$ cat src/sv/potst_pkg.sv
`default_nettype none
package potst_pkg;

  localparam int unsigned SLOTS = 16;
  localparam int unsigned IdxW  = (SLOTS > 1) ? $clog2(SLOTS) : 1;
  localparam int unsigned CntW  = $clog2(SLOTS + 1);

  localparam logic [1:0] MODE_ALLOC = 2'd0;
  localparam logic [1:0] MODE_GET   = 2'd1;
  localparam logic [1:0] MODE_SET   = 2'd2;
  localparam logic [1:0] MODE_FREE  = 2'd3;

  localparam logic [1:0] ST_OK    = 2'd0;
  localparam logic [1:0] ST_FULL  = 2'd1;
  localparam logic [1:0] ST_UNREG = 2'd2;

  typedef struct packed {
    logic [1:0]  mode;
    logic [31:0] owner_id;
    logic [31:0] write_value;
  } in_t;

  typedef struct packed {
    logic [1:0]  status;
    logic [31:0] read_value;
  } out_t;

  typedef struct packed {
    logic            we;
    logic [IdxW-1:0] waddr;
    logic [31:0]     wdata;
    logic [IdxW-1:0] raddr;
  } ram_req_t;

endpackage
`default_nettype wire

$ cat src/sv/per_owner_slot_table_unit.sv
// Per-owner slot table: a fully associative table of owner ids, each with
// one 32-bit data word.
//
// Input channel (in_valid_i / in_stall_o / in_word_i): one word is a request
// with mode (allocate, get, set, free), owner id and write value. A word is
// taken on a clock edge with valid high and stall low. Output channel
// (out_valid_o / out_stall_i / out_word_o): exactly one status word per
// request, in request order.
//
// Each request scans the owner RAM one slot per cycle through a single
// comparator; a hit ends the scan early. The input stalls for the whole
// request and reopens in the cycle after the result leaves the controller,
// so a new word is taken only once the last request is through.
// A result waits in an output register, so a stalled receiver does not
// block the next request from being taken; a second result holds in the
// controller until the register drains.
//
// Reset clears all valid bits and the output register's valid bit at once; no clearing
// pass is needed, since allocate zeroes the data word of the slot it claims.
`default_nettype none
module per_owner_slot_table_unit (
  input  wire logic           clk_i,
  input  wire logic           rst_ni,
  input  wire logic           in_valid_i,
  output logic                in_stall_o,
  input  wire potst_pkg::in_t in_word_i,
  output logic                out_valid_o,
  input  wire logic           out_stall_i,
  output potst_pkg::out_t     out_word_o
);
  import potst_pkg::*;

  ram_req_t    own_req;
  ram_req_t    val_req;
  logic [31:0] own_rdata;
  logic [31:0] val_rdata;
  logic        busy;
  logic        res_valid;
  out_t        res;
  logic        res_take;
  logic        out_valid_q;
  out_t        out_q;

  // owner ids, read during the scan
  potst_ram #(
    .Width(32),
    .Depth(SLOTS)
  ) u_owner_ram (
    .clk_i  (clk_i),
    .we_i   (own_req.we),
    .waddr_i(own_req.waddr),
    .wdata_i(own_req.wdata),
    .raddr_i(own_req.raddr),
    .rdata_o(own_rdata)
  );

  // data words, read once for a get
  potst_ram #(
    .Width(32),
    .Depth(SLOTS)
  ) u_value_ram (
    .clk_i  (clk_i),
    .we_i   (val_req.we),
    .waddr_i(val_req.waddr),
    .wdata_i(val_req.wdata),
    .raddr_i(val_req.raddr),
    .rdata_o(val_rdata)
  );

  potst_ctrl u_ctrl (
    .clk_i      (clk_i),
    .rst_ni     (rst_ni),
    .req_valid_i(in_valid_i),
    .req_i      (in_word_i),
    .busy_o     (busy),
    .res_valid_o(res_valid),
    .res_o      (res),
    .res_take_i (res_take),
    .own_req_o  (own_req),
    .own_rdata_i(own_rdata),
    .val_req_o  (val_req),
    .val_rdata_i(val_rdata)
  );

  assign in_stall_o = busy;

  // load the output register when empty or draining this cycle
  assign res_take = res_valid && (!out_valid_q || !out_stall_i);

  always_ff @(posedge clk_i or negedge rst_ni) begin
    if (!rst_ni) begin
      out_valid_q <= 1'b0;
    end else if (res_take) begin
      out_valid_q <= 1'b1;
    end else if (!out_stall_i) begin
      out_valid_q <= 1'b0;
    end
  end

  always_ff @(posedge clk_i) begin
    if (res_take) begin
      out_q <= res;
    end
  end

  assign out_valid_o = out_valid_q;
  assign out_word_o  = out_q;

  // a taken request keeps the input stalled on the next cycle
  a_stall_after_accept: assert property (@(posedge clk_i) disable iff (!rst_ni)
    (in_valid_i && !in_stall_o) |=> in_stall_o)
    else $error("input not stalled after a request was taken");

  // a result only exists while a request is in flight
  a_result_while_busy: assert property (@(posedge clk_i) disable iff (!rst_ni)
    res_valid |-> in_stall_o)
    else $error("result offered with no request in flight");

  a_status_code: assert property (@(posedge clk_i) disable iff (!rst_ni)
    out_valid_o |-> (out_word_o.status == ST_OK || out_word_o.status == ST_FULL ||
                     out_word_o.status == ST_UNREG))
    else $error("undefined status code");

  a_zero_on_error: assert property (@(posedge clk_i) disable iff (!rst_ni)
    (out_valid_o && (out_word_o.status != ST_OK)) |-> (out_word_o.read_value == 32'd0))
    else $error("read value not zero on a failed request");

endmodule
`default_nettype wire

$ cat src/sv/potst_ram.sv
`default_nettype none
module potst_ram #(
  parameter int unsigned Width = 32,
  parameter int unsigned Depth = 16
) (
  input  wire logic                                     clk_i,
  input  wire logic                                     we_i,
  input  wire logic [((Depth > 1) ? $clog2(Depth) : 1)-1:0] waddr_i,
  input  wire logic [Width-1:0]                         wdata_i,
  input  wire logic [((Depth > 1) ? $clog2(Depth) : 1)-1:0] raddr_i,
  output logic      [Width-1:0]                         rdata_o
);

  logic [Width-1:0] mem_q [Depth];

  always_ff @(posedge clk_i) begin
    if (we_i) begin
      mem_q[waddr_i] <= wdata_i;
    end
    rdata_o <= mem_q[raddr_i];
  end

endmodule
`default_nettype wire

$ cat src/sv/potst_ctrl.sv
`default_nettype none
module potst_ctrl (
  input  wire logic              clk_i,
  input  wire logic              rst_ni,
  input  wire logic              req_valid_i,
  input  wire potst_pkg::in_t    req_i,
  output logic                   busy_o,
  output logic                   res_valid_o,
  output potst_pkg::out_t        res_o,
  input  wire logic              res_take_i,
  output potst_pkg::ram_req_t    own_req_o,
  input  wire logic [31:0]       own_rdata_i,
  output potst_pkg::ram_req_t    val_req_o,
  input  wire logic [31:0]       val_rdata_i
);
  import potst_pkg::*;

  localparam logic [2:0] S_IDLE = 3'd0;
  localparam logic [2:0] S_SCAN = 3'd1;
  localparam logic [2:0] S_EXEC = 3'd2;
  localparam logic [2:0] S_GETW = 3'd3;
  localparam logic [2:0] S_DONE = 3'd4;

  logic [2:0]       state_q, state_d;
  logic [CntW-1:0]  iss_q, iss_d;
  logic             pend_q, pend_d;
  logic [IdxW-1:0]  cmp_idx_q, cmp_idx_d;
  logic             hit_q, hit_d;
  logic [IdxW-1:0]  hit_idx_q, hit_idx_d;
  logic             free_q, free_d;
  logic [IdxW-1:0]  free_idx_q, free_idx_d;
  logic [SLOTS-1:0] valid_q, valid_d;
  in_t              req_q, req_d;
  logic [1:0]       status_q, status_d;
  logic [31:0]      rv_q, rv_d;
  logic             issue;

  always_comb begin
    state_d    = state_q;
    iss_d      = iss_q;
    pend_d     = pend_q;
    cmp_idx_d  = cmp_idx_q;
    hit_d      = hit_q;
    hit_idx_d  = hit_idx_q;
    free_d     = free_q;
    free_idx_d = free_idx_q;
    valid_d    = valid_q;
    req_d      = req_q;
    status_d   = status_q;
    rv_d       = rv_q;
    issue      = 1'b0;

    own_req_o       = '0;
    own_req_o.raddr = iss_q[IdxW-1:0];
    val_req_o       = '0;
    val_req_o.raddr = hit_idx_q;

    case (state_q)
      S_IDLE: begin
        if (req_valid_i) begin
          req_d   = req_i;
          iss_d   = '0;
          pend_d  = 1'b0;
          hit_d   = 1'b0;
          free_d  = 1'b0;
          state_d = S_SCAN;
        end
      end
      S_SCAN: begin
        // issue one owner read per cycle, compare the one returned from last cycle
        issue     = (iss_q != CntW'(SLOTS));
        pend_d    = issue;
        cmp_idx_d = iss_q[IdxW-1:0];
        if (issue) begin
          iss_d = iss_q + CntW'(1);
        end
        if (pend_q) begin
          if (!valid_q[cmp_idx_q] && !free_q) begin
            free_d     = 1'b1;
            free_idx_d = cmp_idx_q;
          end
          if (valid_q[cmp_idx_q] && (own_rdata_i == req_q.owner_id)) begin
            hit_d     = 1'b1;
            hit_idx_d = cmp_idx_q;
            state_d   = S_EXEC;
          end else if (!issue) begin
            state_d = S_EXEC;
          end
        end
      end
      S_EXEC: begin
        status_d = ST_OK;
        rv_d     = '0;
        state_d  = S_DONE;
        case (req_q.mode)
          MODE_ALLOC: begin
            if (!hit_q) begin
              if (free_q) begin
                // claim the slot and zero its data word
                valid_d[free_idx_q] = 1'b1;
                own_req_o.we        = 1'b1;
                own_req_o.waddr     = free_idx_q;
                own_req_o.wdata     = req_q.owner_id;
                val_req_o.we        = 1'b1;
                val_req_o.waddr     = free_idx_q;
                val_req_o.wdata     = '0;
              end else begin
                status_d = ST_FULL;
              end
            end
          end
          MODE_GET: begin
            if (hit_q) begin
              state_d = S_GETW;
            end else begin
              status_d = ST_UNREG;
            end
          end
          MODE_SET: begin
            if (hit_q) begin
              val_req_o.we    = 1'b1;
              val_req_o.waddr = hit_idx_q;
              val_req_o.wdata = req_q.write_value;
            end else begin
              status_d = ST_UNREG;
            end
          end
          MODE_FREE: begin
            if (hit_q) begin
              valid_d[hit_idx_q] = 1'b0;
            end
          end
          default: begin
            state_d = S_DONE;
          end
        endcase
      end
      S_GETW: begin
        rv_d    = val_rdata_i;
        state_d = S_DONE;
      end
      S_DONE: begin
        if (res_take_i) begin
          state_d = S_IDLE;
        end
      end
      default: begin
        state_d = S_IDLE;
      end
    endcase
  end

  always_ff @(posedge clk_i or negedge rst_ni) begin
    if (!rst_ni) begin
      state_q <= S_IDLE;
      iss_q   <= '0;
      pend_q  <= 1'b0;
      hit_q   <= 1'b0;
      free_q  <= 1'b0;
      valid_q <= '0;
    end else begin
      state_q <= state_d;
      iss_q   <= iss_d;
      pend_q  <= pend_d;
      hit_q   <= hit_d;
      free_q  <= free_d;
      valid_q <= valid_d;
    end
  end

  always_ff @(posedge clk_i) begin
    cmp_idx_q  <= cmp_idx_d;
    hit_idx_q  <= hit_idx_d;
    free_idx_q <= free_idx_d;
    req_q      <= req_d;
    status_q   <= status_d;
    rv_q       <= rv_d;
  end

  assign busy_o           = (state_q != S_IDLE);
  assign res_valid_o      = (state_q == S_DONE);
  assign res_o.status     = status_q;
  assign res_o.read_value = rv_q;

endmodule
`default_nettype wire

$ cat config.mk
export PLATFORM = sky130hd
export DESIGN_NAME = per_owner_slot_table_unit
export DESIGN_NICKNAME = d
export VERILOG_FILES = /design/src/sv/potst_pkg.sv /design/src/sv/per_owner_slot_table_unit.sv /design/src/sv/potst_ram.sv /design/src/sv/potst_ctrl.sv
export SDC_FILE = /design/constraint.sdc
export NUM_CORES = 1
export LEC_CHECK = 0
export BUFFER_PORTS_ARGS = -buffer_cell sky130_fd_sc_hd__buf_2
export CAP_MARGIN = 20
export CELL_PAD_IN_SITES_DETAIL_PLACEMENT = 0
export CELL_PAD_IN_SITES_GLOBAL_PLACEMENT = 1
export CORE_ASPECT_RATIO = 1.1
export CORE_MARGIN = 2
export CORE_UTILIZATION = 30
export DETAILED_ROUTE_END_ITERATION = 7
export GPL_TIMING_DRIVEN = 0
export PLACE_DENSITY_LB_ADDON = 0.2
export SKIP_LAST_GASP = 1
export SYNTH_ARGS = -nofsm -noshare
export SYNTH_HDL_FRONTEND = slang
export SYNTH_SLANG_ARGS = --single-unit
$ cat constraint.sdc
create_clock -name clk_i -period 10.2 [get_ports clk_i]
set_input_delay 1.02 -clock clk_i [delete_from_list [all_inputs] [get_ports clk_i]]
set_output_delay 1.02 -clock clk_i [all_outputs]
set_load 0.01 [all_outputs]
==> qor.yml <==
cells_after_synthesis: 2004
slowest_stage: "nor4_2"
synth.net_count: 2081
final-seq-area_um2: 37120
post-synth-top-area-fraction_pct: 74.78
postSynthRegisterBits: 1262
p_total_mw: 12.20
power.sequential.fraction_pct: 48.5
route.detailed.wl_per_inst_um: 26.40
multiInputGateArea_um2: 9532
detail-route-antenna-nets: 0
netlist_top_cells_area: "edfxtp_1 (75%), mux4_2 (16%), dfxtp_1 (2.7%)"
synth_enable_flop_cells: 1170
starting_density_of_the_core_pct: 30.16
place_inst: 4253
groute.layer.met2.usage_pct: 26.05
netSwitchingFraction_pct: 24.87
cts.hold.buffers_added: 0
cts_num_sinks: 1262
hold_path.class: "in -> async"
number_of_drc_markers_after_the_initial_detailed_route_iteration: 1857
cap_violations: 0
die_w_um: 381.3
synth.lib_cells_used.distinct: 54
gr-usage-met3_pct: 2.563
ctsLongestPathBuffers: 3
stdcell_area_um2: 56030
critical_path.cell_chain: "inv_1 > ha_1 > buf_2 > and3b_1 > clkbuf_1 > nand2_1 > nor4_2 > buf_4 > buf_4 > buf_4"
netlist_area_um2: 46980
post_dp_cell_area_um2: 51400
power.share.clock_pct: 41.1
gp_congestion: 0.7405
worst_slew_pin_slew_ns: 1.129
syn_area_cell_um2: 23.45
largest_family_of_logic_cells_by_synthesized_area: "multiplexers"
power.combinational.fraction_pct: 10.4
synth-simple-area-share_pct: 2.700
die_h_um: 419.1
crit_path_max_cell_delay_ns: 0.84
design.die.area_um2: 159800
setup.worst_path.end_class: "register"
setup_ws_ns: 6.258
groute.usage.overall_pct: 14.99
layoutNonFillerInstCount: 4517
synth_most_common_cell: "edfxtp_1"
worstPathRequired_ns: 10.68
fmaxAchievable_mhz: 253.6
top_post_synthesis_cells_by_count: "edfxtp_1 (1,170), mux4_2 (324), and3_1 (66)"
synth-xor-area-share_pct: 0.6524
post_cts_buffers: 0
dpl.hpwl_um: 74660
synth_mux_area_share_pct: 15.62
ys_async_sr_fraction_pct: 2.219
vdd_drop_max_mv: 0.1528
synth_top_flop_cell: "edfxtp_1"
vias: 21570
cts_tree: "done"
clock_insertion_delay_worst_skew_ns: 0.78
global_route.peak_usage_layer: "met2"
reported_leakage_power_nw: 17.74
grt_first_pass_wirelength_um: 169800
count_of_standard_cell_rows: 152
viasPerCell: 4.775
synthDominantAreaCellType: "edfxtp_1"
synth_seq_area_share_pct: 79.00
clock_tree.htree_level_count: 4
fraction_of_final_layout_cells_with_drive_strength_greater_than_1_pct: 32.33
outcome: "finished, final reports clean"
filler_cell_count: 14263
relSlewSlack_pct: 24.74
finish.utilization_pct: 35.97
gr-total-overflow: 0
synth.yosys.warnings: 0
dp_slack_ns: 6.203
grt_antenna_before_repair: 6
setup_viol_count_final: 0
post-route-drc-count: 0
tritoncts.num_buffers: 141
adder_cell_share_of_the_synthesized_area_pct: 0.1864
worst_clock_skew_ns: 0.03849
power.density_cell_area_nw_per_um2: 217.7
cp-start-kind: "register"
path_clk_slew_ns: 0.06
critPathArrivalTime_ns: 4.42
final.min_clock_period_ns: 3.942
timing_max_transition_violations_final: 0
setup_repair_after_global_routing_missed_its_margin: "false"
firstDrtPassIters: 5
timing.critical_path.mode_cell: "buf_4"
grt_start_max_net_pins: 44
synth_compound_gate_area_share_pct: 0.6045
grtUsageMet1_pct: 19.28
internal_power_mw: 9.165
cts-resized-gates: 0
finalWirelength_um: 119300
worst-r2r-cell-count: 10
place.port_buffers: 105
critical_path_class: "reg -> reg"
finalHoldViolations: 0
fin_nets: 2394
critical_path.max_fanout: 9
syn2layout_area_growth_pct: 19.26
floorplan.io_pins: 106
total_switching_power_mw: 3.034
cts_root_buffer: "clkbuf_16"
placeableCoreArea_um2: 155800
min_period_over_period_pct: 38.65
grt_pass1_vias: 23150
power by group through the flow:
stage | clock [mW] | combinational (mW) | sequential (mW)
final | 5.01 | 1.27 | 5.92
after floorplan | 0 | 0.759 | 5.99
after detailed placement | 0 | 1.31 | 6.03
after global placement | 0 | 1.25 | 6.05
after CTS | 5.15 | 1.31 | 5.92
after global routing | 5.34 | 1.36 | 5.94
metal layers:
layer | share of wire (%) | up-vias
met5 | 0 | -
met4 | 2.3 | 0
met3 | 4.2 | 183
met2 | 51 | 533
met1 | 42 | 11746
li1 | - | 9108
critical path, delay by kind of cell, from the launching register on:
| kind | cells | cell delay [ns] |
|---|---|---|
| flops | 1 | 0.44 |
| buf+inv | 6 | 1.64 |
| simple gates | 3 | 1.44 |
| fa+ha+maj | 1 | 0.14 |
stage by stage:
| step | hold slack [ns] | TNS (ns) |
|---|---|---|
| finish | 0.2890 | 0 |
| global route | 0.3012 | 0 |
| CTS | 0.2516 | 0 |
| detailed placement | 0.4045 | 0 |
| global placement | 0.4013 | -69.89 |
| floorplan | 0.4003 | 0 |
final timing paths:
check / start / endpoint / slack [ns]
max: u_ctrl.req_q[65] / u_owner_ram.mem_q[4][19] / 6.26
min: rst_ni / u_ctrl.valid_q[6] / 0.29
max reg2reg: u_ctrl.req_q[65] / u_owner_ram.mem_q[4][19] / 6.26
min reg2reg: u_ctrl.rv_q[27] / out_word_o[27] / 0.41
max in group asynchronous: rst_ni / u_ctrl.valid_q[12] / 9.45
min in group clk_i: u_ctrl.rv_q[27] / out_word_o[27] / 0.41
cell families (layout without fill, tap and decap cells):
family	count (synthesis)	in the layout
AOI/OAI and AO/OA	43	43
muxes	328	328
DFF	1262	1262
other	0	1
and+or+nand+nor	217	217
buffers and inverters	112	545
adders and majority gates	7	7
xor gates and xnor gates	35	35
registers in the layout, indices dropped and copies added (netlist names), 5 cells and up:
name and flops:
out_word_o 34, u_ctrl.iss_q 5, u_ctrl.req_q 66, u_ctrl.rv_q 32, u_ctrl.valid_q 16, u_owner_ram.mem_q 512
u_owner_ram.rdata_o 32, u_value_ram.mem_q 512, u_value_ram.rdata_o 32
layout make-up:
cell class / count / area share [%]
Clock inverter: 69 / 1.208
Sequential cell: 1262 / 66.24
Inverter: 10 / 0.07145
Tap cell: 2079 / 4.642
Multi-Input combinational cell: 630 / 17.01
Clock buffer: 194 / 7.049
Antenna cell: 1 / 0.004466
Buffer: 102 / 0.9758
Timing Repair Buffer: 170 / 2.800
cells in the final DEF, fill, tap and decap left out, types with 21 or more instances in the layout:
master,count
and2_1,33
clkinv_1,22
buf_6,21
clkbuf_1,83
buf_12,26
dfxtp_1,64
nor2_4,28
clkbuf_16,143
dfrtp_1,28
xor2_1,35
and3_1,66
mux4_2,324
buf_4,25
clkinv_2,21
buf_2,127
edfxtp_1,1170
Power figures use the tool's default switching activity.
